===== config.mk =====
export PLATFORM = sky130hd
export DESIGN_NAME = hand_hold_swipe_detector
export DESIGN_NICKNAME = d
export VERILOG_FILES = /design/src/hhsd_pkg.sv /design/src/hhsd_front.sv /design/src/hhsd_window.sv /design/src/hhsd_eval.sv /design/src/hand_hold_swipe_detector.sv
export SDC_FILE = /design/constraint.sdc
export NUM_CORES = 2
export LEC_CHECK = 0
export CAP_MARGIN = 20
export CORE_ASPECT_RATIO = 1.25
export CORE_UTILIZATION = 39
export DETAILED_ROUTE_END_ITERATION = 10
export DONT_BUFFER_PORTS = 1
export GPL_TIMING_DRIVEN = 0
export SYNTH_ARGS = -nofsm -noshare
export SYNTH_HDL_FRONTEND = slang
export SYNTH_SLANG_ARGS = --single-unit

===== constraint.sdc =====
create_clock -name clk -period 9.8 [get_ports clk]
set_input_delay 0.98 -clock clk [delete_from_list [all_inputs] [get_ports clk]]
set_output_delay 0.98 -clock clk [all_outputs]
set_load 0.1 [all_outputs]

===== src/hhsd_pkg.sv =====
// Shared types and constants for the hand hold and swipe detector.
// Depends on nothing; every other file of the block imports it.
package hhsd_pkg;

    localparam int COORD_W = 16;
    localparam int RADIUS_W = 15;
    localparam int COUNT_W = 16;
    localparam int TRAIL_W = 4;
    localparam int ENTRY_W = 2 * COORD_W;
    localparam int SQ_W = 32;
    localparam int RSQ_W = 2 * RADIUS_W;
    localparam int CFG_IDX_W = 2;

    localparam logic [CFG_IDX_W-1:0] CFG_Z_LIMIT = 2'd0;
    localparam logic [CFG_IDX_W-1:0] CFG_HOLD_RADIUS = 2'd1;
    localparam logic [CFG_IDX_W-1:0] CFG_SWIPE_RADIUS = 2'd2;

    localparam logic signed [COORD_W-1:0] Z_LIMIT_RESET = 16'sd32767;
    localparam logic [RADIUS_W-1:0] HOLD_RADIUS_RESET = 15'd82;
    localparam logic [RADIUS_W-1:0] SWIPE_RADIUS_RESET = 15'd205;
    localparam logic [COUNT_W-1:0] COUNT_MAX = 16'hFFFF;

    typedef enum logic
    {
        CMD_SAMPLE = 1'b0,
        CMD_QUERY = 1'b1
    } cmd_t;

    typedef enum logic [1:0]
    {
        BTN_NONE = 2'd0,
        BTN_HOVER = 2'd1,
        BTN_HELD = 2'd2
    } btn_t;

    // Classified item as it waits in the queue.
    typedef struct packed
    {
        cmd_t                       cmd;
        logic                       hand;
        logic                       in_range;
        logic signed [COORD_W-1:0]  pos_x;
        logic signed [COORD_W-1:0]  pos_y;
        logic signed [COORD_W-1:0]  button_x;
        logic signed [COORD_W-1:0]  button_y;
        logic [RADIUS_W-1:0]        half_size;
        logic [COUNT_W-1:0]         frames_held;
    } item_t;

    // Item after window issue; the window read data travels beside it.
    typedef struct packed
    {
        item_t                      item;
        logic                       use_zero;
        logic [TRAIL_W-1:0]         trail;
    } issue_t;

    // Item after the squaring stage.
    typedef struct packed
    {
        cmd_t                       cmd;
        logic                       hand;
        logic                       in_range;
        logic                       in_box;
        logic [SQ_W-1:0]            dx2;
        logic [SQ_W-1:0]            dy2;
        logic signed [COORD_W-1:0]  latest_x;
        logic signed [COORD_W-1:0]  latest_y;
        logic [COUNT_W-1:0]         frames_held;
        logic [TRAIL_W-1:0]         trail;
    } calc_t;

endpackage


===== src/hhsd_front.sv =====
// Front end: accepts input transfers, classifies them and queues them.
// Depends on hhsd_pkg.
module hhsd_front
(
    input  logic                                clk,
    input  logic                                rst_n,
    input  logic                                in_valid,
    output logic                                in_ready,
    input  logic                                mode,
    input  logic                                hand,
    input  logic signed [hhsd_pkg::COORD_W-1:0] pos_x,
    input  logic signed [hhsd_pkg::COORD_W-1:0] pos_y,
    input  logic signed [hhsd_pkg::COORD_W-1:0] pos_z,
    input  logic signed [hhsd_pkg::COORD_W-1:0] button_x,
    input  logic signed [hhsd_pkg::COORD_W-1:0] button_y,
    input  logic [hhsd_pkg::RADIUS_W-1:0]       button_half_size,
    input  logic [hhsd_pkg::COUNT_W-1:0]        frames_held,
    input  logic signed [hhsd_pkg::COORD_W-1:0] z_limit,
    output logic                                q_valid,
    output hhsd_pkg::item_t                     q_item,
    input  logic                                q_pop
);
    import hhsd_pkg::*;

    item_t      fifo_reg [2];
    logic       wr_ptr_reg;
    logic       wr_ptr_next;
    logic       rd_ptr_reg;
    logic       rd_ptr_next;
    logic [1:0] count_reg;
    logic [1:0] count_next;
    logic       push;
    logic       pop;
    item_t      new_item;

    always_comb
    begin
        new_item.cmd = cmd_t'(mode);
        new_item.hand = hand;
        new_item.in_range = (pos_z < z_limit);
        new_item.pos_x = pos_x;
        new_item.pos_y = pos_y;
        new_item.button_x = button_x;
        new_item.button_y = button_y;
        new_item.half_size = button_half_size;
        new_item.frames_held = frames_held;
    end

    assign in_ready = (count_reg != 2'd2);
    assign q_valid = (count_reg != 2'd0);
    assign q_item = fifo_reg[rd_ptr_reg];
    assign push = in_valid && in_ready;
    assign pop = q_valid && q_pop;

    always_comb
    begin
        wr_ptr_next = push ? ~wr_ptr_reg : wr_ptr_reg;
        rd_ptr_next = pop ? ~rd_ptr_reg : rd_ptr_reg;
        count_next = count_reg;
        if (push && !pop)
        begin
            count_next = count_reg + 2'd1;
        end
        else if (pop && !push)
        begin
            count_next = count_reg - 2'd1;
        end
    end

    always_ff @(posedge clk or negedge rst_n)
    begin
        if (!rst_n)
        begin
            wr_ptr_reg <= 1'b0;
            rd_ptr_reg <= 1'b0;
            count_reg <= 2'd0;
        end
        else
        begin
            wr_ptr_reg <= wr_ptr_next;
            rd_ptr_reg <= rd_ptr_next;
            count_reg <= count_next;
        end
    end

    always_ff @(posedge clk)
    begin
        if (push)
        begin
            fifo_reg[wr_ptr_reg] <= new_item;
        end
    end

endmodule


===== src/hhsd_window.sv =====
// Position windows of both hands: head and fill tracking, window memory,
// and the issue stage that reads the oldest or newest entry. Depends on hhsd_pkg.
module hhsd_window
#(
    parameter int WINDOW_DEPTH = 10
)
(
    input  logic                                clk,
    input  logic                                rst_n,
    input  logic                                adv,
    input  logic                                q_valid,
    input  hhsd_pkg::item_t                     q_item,
    output logic                                p1_valid,
    output hhsd_pkg::issue_t                    p1,
    output logic [hhsd_pkg::ENTRY_W-1:0]        p1_entry
);
    import hhsd_pkg::*;

    localparam int IDX_W = (WINDOW_DEPTH > 1) ? $clog2(WINDOW_DEPTH) : 1;
    localparam int FILL_W = $clog2(WINDOW_DEPTH + 1);
    localparam int SUM_W = $clog2(2 * WINDOW_DEPTH + 1);

    logic [ENTRY_W-1:0] window_mem_reg [2][WINDOW_DEPTH];
    logic [IDX_W-1:0]   head_reg [2];
    logic [IDX_W-1:0]   head_next [2];
    logic [FILL_W-1:0]  fill_reg [2];
    logic [FILL_W-1:0]  fill_next [2];
    logic [1:0]         seed_valid_reg;
    logic [1:0]         seed_valid_next;
    logic               p1_valid_reg;
    issue_t             p1_reg;
    issue_t             p1_next;
    logic [ENTRY_W-1:0] entry_reg;

    logic               issue;
    logic               is_sample;
    logic [IDX_W-1:0]   head_cur;
    logic [FILL_W-1:0]  fill_cur;
    logic [IDX_W-1:0]   head_nx;
    logic [FILL_W-1:0]  fill_nx;
    logic [SUM_W-1:0]   sum;
    logic [IDX_W-1:0]   oldest;
    logic [IDX_W-1:0]   rd_addr;

    assign issue = adv && q_valid;
    assign is_sample = (q_item.cmd == CMD_SAMPLE);
    assign head_cur = head_reg[q_item.hand];
    assign fill_cur = fill_reg[q_item.hand];

    always_comb
    begin
        head_nx = (head_cur == IDX_W'(WINDOW_DEPTH - 1)) ? '0 : head_cur + IDX_W'(1);
        fill_nx = (fill_cur < FILL_W'(WINDOW_DEPTH)) ? fill_cur + FILL_W'(1) : fill_cur;
        sum = SUM_W'(head_nx) + SUM_W'(1) + SUM_W'(WINDOW_DEPTH) - SUM_W'(fill_nx);
        oldest = (sum >= SUM_W'(WINDOW_DEPTH)) ? IDX_W'(sum - SUM_W'(WINDOW_DEPTH))
                                               : IDX_W'(sum);
        rd_addr = is_sample ? oldest : head_cur;
    end

    always_comb
    begin
        head_next = head_reg;
        fill_next = fill_reg;
        seed_valid_next = seed_valid_reg;
        if (issue && is_sample)
        begin
            head_next[q_item.hand] = head_nx;
            fill_next[q_item.hand] = fill_nx;
            if (head_nx == '0)
            begin
                seed_valid_next[q_item.hand] = 1'b1;
            end
        end
    end

    always_comb
    begin
        p1_next.item = q_item;
        p1_next.use_zero = (rd_addr == '0) && !seed_valid_reg[q_item.hand];
        p1_next.trail = is_sample ? TRAIL_W'(fill_nx) : TRAIL_W'(fill_cur);
    end

    always_ff @(posedge clk or negedge rst_n)
    begin
        if (!rst_n)
        begin
            head_reg[0] <= '0;
            head_reg[1] <= '0;
            fill_reg[0] <= FILL_W'(1);
            fill_reg[1] <= FILL_W'(1);
            seed_valid_reg <= 2'b00;
            p1_valid_reg <= 1'b0;
        end
        else
        begin
            head_reg <= head_next;
            fill_reg <= fill_next;
            seed_valid_reg <= seed_valid_next;
            if (adv)
            begin
                p1_valid_reg <= q_valid;
            end
        end
    end

    always_ff @(posedge clk)
    begin
        if (issue)
        begin
            p1_reg <= p1_next;
            entry_reg <= window_mem_reg[q_item.hand][rd_addr];
        end
        if (issue && is_sample)
        begin
            window_mem_reg[q_item.hand][head_nx] <= {q_item.pos_x, q_item.pos_y};
        end
    end

    assign p1_valid = p1_valid_reg;
    assign p1 = p1_reg;
    assign p1_entry = entry_reg;

endmodule


===== src/hhsd_eval.sv =====
// Back end: squares the window span, tests the button box, updates the
// per-hand counters and holds the result register. Depends on hhsd_pkg.
module hhsd_eval
(
    input  logic                                clk,
    input  logic                                rst_n,
    output logic                                adv,
    input  logic                                p1_valid,
    input  hhsd_pkg::issue_t                    p1,
    input  logic [hhsd_pkg::ENTRY_W-1:0]        p1_entry,
    input  logic [hhsd_pkg::RADIUS_W-1:0]       hold_radius,
    input  logic [hhsd_pkg::RADIUS_W-1:0]       swipe_radius,
    output logic                                out_valid,
    input  logic                                out_ready,
    output logic [hhsd_pkg::COUNT_W-1:0]        hold_count,
    output logic [hhsd_pkg::COUNT_W-1:0]        swipe_count,
    output logic [1:0]                          button_state,
    output logic signed [hhsd_pkg::COORD_W-1:0] latest_x,
    output logic signed [hhsd_pkg::COORD_W-1:0] latest_y,
    output logic [hhsd_pkg::TRAIL_W-1:0]        trail_length
);
    import hhsd_pkg::*;

    logic [RSQ_W-1:0]          hr2_reg;
    logic [RSQ_W-1:0]          sr2_reg;
    logic                      p2_valid_reg;
    calc_t                     p2_reg;
    calc_t                     p2_next;
    logic [COUNT_W-1:0]        hold_reg [2];
    logic [COUNT_W-1:0]        hold_next [2];
    logic [COUNT_W-1:0]        swipe_reg [2];
    logic [COUNT_W-1:0]        swipe_next [2];
    logic                      out_valid_reg;
    logic [COUNT_W-1:0]        hold_out_reg;
    logic [COUNT_W-1:0]        swipe_out_reg;
    btn_t                      btn_out_reg;
    logic signed [COORD_W-1:0] x_out_reg;
    logic signed [COORD_W-1:0] y_out_reg;
    logic [TRAIL_W-1:0]        trail_out_reg;

    logic signed [COORD_W-1:0] old_x;
    logic signed [COORD_W-1:0] old_y;
    logic signed [COORD_W:0]   dx;
    logic signed [COORD_W:0]   dy;
    logic signed [2*COORD_W+1:0] dx_sq;
    logic signed [2*COORD_W+1:0] dy_sq;
    logic signed [COORD_W+1:0] t_ext;
    logic signed [COORD_W+1:0] ox_ext;
    logic signed [COORD_W+1:0] oy_ext;
    logic signed [COORD_W+1:0] bx_ext;
    logic signed [COORD_W+1:0] by_ext;

    logic [SQ_W:0]             d2;
    logic [COUNT_W-1:0]        hold_cur;
    logic [COUNT_W-1:0]        swipe_cur;
    logic [COUNT_W-1:0]        hold_upd;
    logic [COUNT_W-1:0]        swipe_upd;
    btn_t                      btn_upd;

    assign adv = !out_valid_reg || out_ready;

    always_comb
    begin
        old_x = p1.use_zero ? '0 : p1_entry[ENTRY_W-1:COORD_W];
        old_y = p1.use_zero ? '0 : p1_entry[COORD_W-1:0];
        dx = (COORD_W+1)'(p1.item.pos_x) - (COORD_W+1)'(old_x);
        dy = (COORD_W+1)'(p1.item.pos_y) - (COORD_W+1)'(old_y);
        dx_sq = (2*COORD_W+2)'(dx) * (2*COORD_W+2)'(dx);
        dy_sq = (2*COORD_W+2)'(dy) * (2*COORD_W+2)'(dy);
        t_ext = signed'({3'b000, p1.item.half_size});
        ox_ext = (COORD_W+2)'(old_x);
        oy_ext = (COORD_W+2)'(old_y);
        bx_ext = (COORD_W+2)'(p1.item.button_x);
        by_ext = (COORD_W+2)'(p1.item.button_y);

        p2_next.cmd = p1.item.cmd;
        p2_next.hand = p1.item.hand;
        p2_next.in_range = p1.item.in_range;
        p2_next.in_box = (oy_ext > by_ext - t_ext) && (oy_ext < by_ext + t_ext)
                      && (ox_ext > bx_ext - t_ext) && (ox_ext < bx_ext + t_ext);
        p2_next.dx2 = dx_sq[SQ_W-1:0];
        p2_next.dy2 = dy_sq[SQ_W-1:0];
        p2_next.latest_x = (p1.item.cmd == CMD_SAMPLE) ? p1.item.pos_x : old_x;
        p2_next.latest_y = (p1.item.cmd == CMD_SAMPLE) ? p1.item.pos_y : old_y;
        p2_next.frames_held = p1.item.frames_held;
        p2_next.trail = p1.trail;
    end

    always_comb
    begin
        d2 = (SQ_W+1)'(p2_reg.dx2) + (SQ_W+1)'(p2_reg.dy2);
        hold_cur = hold_reg[p2_reg.hand];
        swipe_cur = swipe_reg[p2_reg.hand];
        hold_upd = hold_cur;
        swipe_upd = swipe_cur;
        btn_upd = BTN_NONE;
        if (p2_reg.cmd == CMD_SAMPLE)
        begin
            hold_upd = '0;
            swipe_upd = '0;
            if (p2_reg.in_range && (d2 < (SQ_W+1)'(hr2_reg)))
            begin
                hold_upd = (hold_cur == COUNT_MAX) ? hold_cur : hold_cur + COUNT_W'(1);
            end
            else if (p2_reg.in_range && (d2 > (SQ_W+1)'(sr2_reg)))
            begin
                swipe_upd = (swipe_cur == COUNT_MAX) ? swipe_cur : swipe_cur + COUNT_W'(1);
            end
        end
        else if (p2_reg.in_box)
        begin
            btn_upd = (hold_cur > p2_reg.frames_held) ? BTN_HELD : BTN_HOVER;
        end

        hold_next = hold_reg;
        swipe_next = swipe_reg;
        if (adv && p2_valid_reg)
        begin
            hold_next[p2_reg.hand] = hold_upd;
            swipe_next[p2_reg.hand] = swipe_upd;
        end
    end

    always_ff @(posedge clk or negedge rst_n)
    begin
        if (!rst_n)
        begin
            p2_valid_reg <= 1'b0;
            out_valid_reg <= 1'b0;
            hold_reg[0] <= '0;
            hold_reg[1] <= '0;
            swipe_reg[0] <= '0;
            swipe_reg[1] <= '0;
        end
        else
        begin
            hold_reg <= hold_next;
            swipe_reg <= swipe_next;
            if (adv)
            begin
                p2_valid_reg <= p1_valid;
                out_valid_reg <= p2_valid_reg;
            end
        end
    end

    always_ff @(posedge clk)
    begin
        hr2_reg <= RSQ_W'(hold_radius) * RSQ_W'(hold_radius);
        sr2_reg <= RSQ_W'(swipe_radius) * RSQ_W'(swipe_radius);
        if (adv && p1_valid)
        begin
            p2_reg <= p2_next;
        end
        if (adv && p2_valid_reg)
        begin
            hold_out_reg <= hold_upd;
            swipe_out_reg <= swipe_upd;
            btn_out_reg <= btn_upd;
            x_out_reg <= p2_reg.latest_x;
            y_out_reg <= p2_reg.latest_y;
            trail_out_reg <= p2_reg.trail;
        end
    end

    assign out_valid = out_valid_reg;
    assign hold_count = hold_out_reg;
    assign swipe_count = swipe_out_reg;
    assign button_state = btn_out_reg;
    assign latest_x = x_out_reg;
    assign latest_y = y_out_reg;
    assign trail_length = trail_out_reg;

endmodule


===== src/hand_hold_swipe_detector.sv =====
// Top level of the hand hold and swipe detector: configuration registers,
// front queue, window issue stage and evaluation back end. Depends on hhsd_pkg.
//
// Takes one item per cycle while the result is not stalled: each item needs
// one access to the single-read window memory, so a sample or a query can
// follow in the next cycle. A result passes the queue, the window read and
// the squaring register, then waits in the output register; a two-entry
// queue takes up to two more input transfers while a result is stalled.
// Radius squares are registered from the radius configuration registers.
module hand_hold_swipe_detector
#(
    parameter int WINDOW_DEPTH = 10
)
(
    input  logic                                  clk,
    input  logic                                  rst_n,
    input  logic                                  cfg_valid,
    output logic                                  cfg_ready,
    input  logic [hhsd_pkg::CFG_IDX_W-1:0]        cfg_index,
    input  logic [hhsd_pkg::COORD_W-1:0]          cfg_data,
    input  logic                                  in_valid,
    output logic                                  in_ready,
    input  logic                                  mode,
    input  logic                                  hand,
    input  logic signed [hhsd_pkg::COORD_W-1:0]   pos_x,
    input  logic signed [hhsd_pkg::COORD_W-1:0]   pos_y,
    input  logic signed [hhsd_pkg::COORD_W-1:0]   pos_z,
    input  logic signed [hhsd_pkg::COORD_W-1:0]   button_x,
    input  logic signed [hhsd_pkg::COORD_W-1:0]   button_y,
    input  logic [hhsd_pkg::RADIUS_W-1:0]         button_half_size,
    input  logic [hhsd_pkg::COUNT_W-1:0]          frames_held,
    output logic                                  out_valid,
    input  logic                                  out_ready,
    output logic [hhsd_pkg::COUNT_W-1:0]          hold_count,
    output logic [hhsd_pkg::COUNT_W-1:0]          swipe_count,
    output logic [1:0]                            button_state,
    output logic signed [hhsd_pkg::COORD_W-1:0]   latest_x,
    output logic signed [hhsd_pkg::COORD_W-1:0]   latest_y,
    output logic [hhsd_pkg::TRAIL_W-1:0]          trail_length
);
    import hhsd_pkg::*;

    logic signed [COORD_W-1:0] z_limit_reg;
    logic signed [COORD_W-1:0] z_limit_next;
    logic [RADIUS_W-1:0]       hold_radius_reg;
    logic [RADIUS_W-1:0]       hold_radius_next;
    logic [RADIUS_W-1:0]       swipe_radius_reg;
    logic [RADIUS_W-1:0]       swipe_radius_next;

    logic                      adv;
    logic                      q_valid;
    item_t                     q_item;
    logic                      p1_valid;
    issue_t                    p1;
    logic [ENTRY_W-1:0]        p1_entry;

    assign cfg_ready = 1'b1;

    always_comb
    begin
        z_limit_next = z_limit_reg;
        hold_radius_next = hold_radius_reg;
        swipe_radius_next = swipe_radius_reg;
        if (cfg_valid)
        begin
            case (cfg_index)
                CFG_Z_LIMIT:      z_limit_next = signed'(cfg_data);
                CFG_HOLD_RADIUS:  hold_radius_next = cfg_data[RADIUS_W-1:0];
                CFG_SWIPE_RADIUS: swipe_radius_next = cfg_data[RADIUS_W-1:0];
                default:          ;
            endcase
        end
    end

    always_ff @(posedge clk or negedge rst_n)
    begin
        if (!rst_n)
        begin
            z_limit_reg <= Z_LIMIT_RESET;
            hold_radius_reg <= HOLD_RADIUS_RESET;
            swipe_radius_reg <= SWIPE_RADIUS_RESET;
        end
        else
        begin
            z_limit_reg <= z_limit_next;
            hold_radius_reg <= hold_radius_next;
            swipe_radius_reg <= swipe_radius_next;
        end
    end

    hhsd_front u_front
    (
        .clk              (clk),
        .rst_n            (rst_n),
        .in_valid         (in_valid),
        .in_ready         (in_ready),
        .mode             (mode),
        .hand             (hand),
        .pos_x            (pos_x),
        .pos_y            (pos_y),
        .pos_z            (pos_z),
        .button_x         (button_x),
        .button_y         (button_y),
        .button_half_size (button_half_size),
        .frames_held      (frames_held),
        .z_limit          (z_limit_reg),
        .q_valid          (q_valid),
        .q_item           (q_item),
        .q_pop            (adv)
    );

    hhsd_window #(.WINDOW_DEPTH(WINDOW_DEPTH)) u_window
    (
        .clk      (clk),
        .rst_n    (rst_n),
        .adv      (adv),
        .q_valid  (q_valid),
        .q_item   (q_item),
        .p1_valid (p1_valid),
        .p1       (p1),
        .p1_entry (p1_entry)
    );

    hhsd_eval u_eval
    (
        .clk          (clk),
        .rst_n        (rst_n),
        .adv          (adv),
        .p1_valid     (p1_valid),
        .p1           (p1),
        .p1_entry     (p1_entry),
        .hold_radius  (hold_radius_reg),
        .swipe_radius (swipe_radius_reg),
        .out_valid    (out_valid),
        .out_ready    (out_ready),
        .hold_count   (hold_count),
        .swipe_count  (swipe_count),
        .button_state (button_state),
        .latest_x     (latest_x),
        .latest_y     (latest_y),
        .trail_length (trail_length)
    );

    a_held_has_count: assert property (@(posedge clk) disable iff (!rst_n)
        out_valid && (button_state == BTN_HELD) |-> (hold_count != '0))
        else $error("held button reported with zero hold count");

    a_counts_exclusive: assert property (@(posedge clk) disable iff (!rst_n)
        out_valid |-> (hold_count == '0) || (swipe_count == '0))
        else $error("hold and swipe counts both nonzero");

    a_trail_bounds: assert property (@(posedge clk) disable iff (!rst_n)
        out_valid |-> (WINDOW_DEPTH > 15)
                   || ((trail_length != '0) && (int'(trail_length) <= WINDOW_DEPTH)))
        else $error("trail length outside window bounds");

    a_issue_under_stall: assert property (@(posedge clk) disable iff (!rst_n)
        !adv |=> $stable(p1_entry))
        else $error("window read data changed while back end stalled");

endmodule

==> metrics.txt <==
# TYPE chip_impl_metric gauge
chip_impl_metric{name="ys_warn_count",unit=""} 0
chip_impl_info{name="synth_top_cell_by_area",value="sky130_fd_sc_hd__edfxtp_1"} 1
chip_impl_metric{name="overflow",unit=""} 0
chip_impl_metric{name="largest_reg_flops",unit=""} 640
chip_impl_info{name="yosys-top-cells-area",value="sky130_fd_sc_hd__edfxtp_1 39%, sky130_fd_sc_hd__fa_1 18%, sky130_fd_sc_hd__ha_1 8.6%, sky130_fd_sc_hd__inv_1 5.0%, sky130_fd_sc_hd__nand2_1 3.9%"} 1
chip_impl_metric{name="fp.coreArea",unit="um2"} 230000
chip_impl_metric{name="report.final.hold_viol_count",unit=""} 0
chip_impl_info{name="critical_path.slowest_cell",value="sky130_fd_sc_hd__fa_1"} 1
chip_impl_metric{name="first_iter_violations",unit=""} 3607
chip_impl_metric{name="postLayoutCellArea",unit="um2"} 100000
chip_impl_metric{name="grt_pass1_wl",unit="um"} 369000
chip_impl_metric{name="drive_gt1_share",unit="%"} 8.80
chip_impl_metric{name="postLayoutCoreUtil",unit="%"} 43.5
chip_impl_metric{name="detail-route-antenna-nets",unit=""} 0
chip_impl_metric{name="totalNegativeSetupSlack",unit="ps"} 0
chip_impl_metric{name="drt_first_pass_iters",unit=""} 5
chip_impl_metric{name="syn_inst",unit=""} 7817
chip_impl_metric{name="detailed_place.area",unit="um2"} 95200
chip_impl_metric{name="mappedNetlistArea",unit="um2"} 90300
chip_impl_metric{name="syn_nets",unit=""} 9374
chip_impl_info{name="worstSetupStartpointType",value="flop"} 1
chip_impl_metric{name="die-width",unit="um"} 432
chip_impl_metric{name="design.die.area",unit="um2"} 233000
chip_impl_metric{name="dpl.hpwl",unit="um"} 188000
chip_impl_metric{name="numPortBuffers",unit=""} 0
chip_impl_metric{name="clock.fmax",unit="MHz"} 106
chip_impl_metric{name="post_drt_via_cell_ratio",unit=""} 5.16
chip_impl_info{name="synth_common_cells",value="1205 x sky130_fd_sc_hd__inv_1, 1159 x sky130_fd_sc_hd__edfxtp_1, 935 x sky130_fd_sc_hd__nand2_1"} 1
chip_impl_metric{name="timing_worst_slew_pin_value",unit="ps"} 1170
chip_impl_metric{name="total_number_of_placement_rows",unit=""} 197
chip_impl_metric{name="relSlewSlack",unit="%"} 22.1
chip_impl_metric{name="globalRouteTotalUtil",unit="%"} 20.8
chip_impl_metric{name="place_congestion",unit=""} 0.911
chip_impl_metric{name="ioPinCount",unit=""} 209
chip_impl_metric{name="vias",unit=""} 57946
chip_impl_metric{name="synth.avg_cell_area",unit="um2"} 11.6
chip_impl_metric{name="data_required_time_at_the_worst_endpoint",unit="ps"} 10340
chip_impl_metric{name="worst_ep_arrival_time",unit="ps"} 9950
chip_impl_metric{name="postRouteWirelength",unit="um"} 242000
chip_impl_metric{name="finish.net_count",unit=""} 9590
chip_impl_metric{name="timing.final.setup_violations",unit=""} 0
chip_impl_metric{name="die-height",unit="um"} 540
chip_impl_metric{name="cts_max_path_buffers",unit=""} 4
chip_impl_metric{name="synth_edf_count",unit=""} 1159
chip_impl_info{name="yosysMostFrequentCell",value="sky130_fd_sc_hd__inv_1"} 1
chip_impl_metric{name="whs",unit="ps"} 120
chip_impl_metric{name="initial_core_util",unit="%"} 39.2
chip_impl_info{name="clk_root_buffer_cell",value="sky130_fd_sc_hd__clkbuf_16"} 1
chip_impl_metric{name="async_reset_ff_share",unit="%"} 9.99
chip_impl_info{name="hold_path.class",value="input pin to asynchronous set/reset pin"} 1
chip_impl_info{name="crit_family",value="adder cells"} 1
chip_impl_info{name="startpoint_to_endpoint_class_of_the_critical_path",value="flop to flop"} 1
chip_impl_metric{name="routed_wire_length_per_instance",unit="um"} 21.5
chip_impl_metric{name="syn2layout_area_growth",unit="%"} 11.0
chip_impl_metric{name="synth_seq_area_share",unit="%"} 43.6
chip_impl_metric{name="synthDistinctLibCells",unit=""} 92
chip_impl_metric{name="post_route_clock_skew",unit="ps"} 99.8
chip_impl_metric{name="final_slew_violations",unit=""} 0
chip_impl_metric{name="synth_top_cell_area_share",unit="%"} 38.5
chip_impl_metric{name="critical_path_buf_inv_count",unit=""} 7
chip_impl_metric{name="grt_antenna_before_repair",unit=""} 14
chip_impl_metric{name="layout.filler_cells",unit=""} 21481
chip_impl_metric{name="synth_seq_cells",unit=""} 1352
chip_impl_metric{name="post-route-min-period",unit="ps"} 9400
chip_impl_info{name="crit_path_end_kind",value="flop"} 1
chip_impl_info{name="most_repeated_library_cell_on_the_critical_path",value="sky130_fd_sc_hd__fa_1"} 1
chip_impl_info{name="tritoncts_clock_tree",value="done"} 1
chip_impl_metric{name="max_stage_delay",unit="ps"} 550
chip_impl_metric{name="largest_net_degree_at_the_start_of_global_routing",unit=""} 111
chip_impl_metric{name="cp_max_fo",unit=""} 10
chip_impl_metric{name="cts_made_buffers",unit=""} 149
chip_impl_info{name="outcome",value="completed"} 1
chip_impl_metric{name="drc",unit=""} 0
chip_impl_metric{name="clkSinkCount",unit=""} 1352
chip_impl_info{name="most_used_dff_post_synth",value="sky130_fd_sc_hd__edfxtp_1"} 1
chip_impl_metric{name="cts.htree.levels",unit=""} 4
chip_impl_metric{name="clock_latency",unit="ps"} 880
chip_impl_metric{name="finalCritPeriodShare",unit="%"} 96.0
chip_impl_metric{name="worst_setup_hold_path_clk_slew",unit="ps"} 60
chip_impl_metric{name="number_of_max_cap_violations",unit=""} 0
chip_impl_metric{name="first_global_vias",unit=""} 61961
[placed cells by master, fill, tap and decap left out, types with 88 or more instances in the layout]
| cell type | instances |
|---|---|
| sky130_fd_sc_hd__nand2_1 | 935 |
| sky130_fd_sc_hd__fa_1 | 797 |
| sky130_fd_sc_hd__clkbuf_16 | 151 |
| sky130_fd_sc_hd__inv_1 | 1201 |
| sky130_fd_sc_hd__xnor2_1 | 203 |
| sky130_fd_sc_hd__a21o_1 | 96 |
| sky130_fd_sc_hd__a311oi_1 | 100 |
| sky130_fd_sc_hd__and3_1 | 88 |
| sky130_fd_sc_hd__nor2_1 | 389 |
| sky130_fd_sc_hd__and2_1 | 126 |
| sky130_fd_sc_hd__clkbuf_1 | 190 |
| sky130_fd_sc_hd__nand3_1 | 212 |
| sky130_fd_sc_hd__ha_1 | 623 |
| sky130_fd_sc_hd__a21oi_1 | 231 |
| sky130_fd_sc_hd__mux2_2 | 190 |
| sky130_fd_sc_hd__o21ai_0 | 139 |
| sky130_fd_sc_hd__dfrtp_1 | 110 |
| sky130_fd_sc_hd__edfxtp_1 | 1159 |
[path summary, 6_finish.rpt]
check | cells after the start | slack (ps) | start | end
max | 33 | 400 | u_window.p1[4] | u_eval.p2_reg[83]
min | 1 | 120 | rst_n | u_window.head_reg[1]
max reg2reg | 33 | 400 | u_window.p1[4] | u_eval.p2_reg[83]
min reg2reg | 0 | 410 | u_window.p1[13] | u_eval.p2_reg[12]
max in group asynchronous | 1 | 9120 | rst_n | u_eval.swipe_reg[16]
min in group clk | 0 | 210 | hand | u_front.fifo_reg[0][96]
[worst reg2reg max path: cells and delay by family, from the launching register on]
family | cells | cell delay [ps]
XOR/XNOR | 2 | 480
AND/OR/NAND/NOR | 5 | 1220
buffers and inverters | 7 | 900
flip-flops | 1 | 480
AO/OA/AOI/OAI | 10 | 2680
adder cells (fa/ha/maj) | 9 | 3330
[cell type report]
class / instances / area, um2 / share of cell area [%]
Timing Repair Buffer: 70 / 988 / 0.987
Sequential cell: 1352 / 39400 / 39.3
Clock inverter: 66 / 689 / 0.688
Multi-Input combinational cell: 4982 / 45500 / 45.5
Inverter: 1220 / 4600 / 4.59
Antenna cell: 3 / 7.51 / 0.00749
Clock buffer: 192 / 3980 / 3.98
Buffer: 258 / 1140 / 1.14
Tap cell: 3084 / 3860 / 3.85
[through the flow]
| step | worst slack [ps] | instances |
|---|---|---|
| 6_report | 396 | 11227 |
| 5_1_grt | -5.66 | 11226 |
| 3_3_place_gp | -3320 | 10901 |
| 2_1_floorplan | 1330 | 7817 |
| 3_5_place_dp | -863 | 10958 |
| 4_1_cts | -4.77 | 11221 |
[logic make-up (layout without fill, tap and decap cells)]
logic type | count (synthesis) | after routing | share of synthesized area, %
fa+ha+maj | 1421 | 1421 | 26.3
flops | 1352 | 1352 | 43.6
mux | 251 | 251 | 3.52
simple gates | 2082 | 2082 | 10.4
xor+xnor | 263 | 263 | 2.56
other cells | 1 | 4 | 0.00415
compound gates | 964 | 964 | 7.26
buf+inv | 1483 | 1806 | 6.31
[per-layer routing]
layer	up-vias	track usage (%)	wire [um]
met1	29176	23.6	91000
li1	26829	-	-
met5	-	0	127
met2	1415	38.0	126000
met3	508	3.05	11300
met4	18	9.87	12800
[repair_timing]
item                       in CTS  in global routing
pin swaps                       2                  1
buffers inserted                7                  1
hold endpoints to repair      110                  0
setup endpoints to repair      20                 16
resized for setup              35                 47
hold buffers                    3                  0
gates cloned                    0                  0
Power is not shown: default switching activity piles up to over one toggle a cycle in this logic, so the estimate is an artifact.
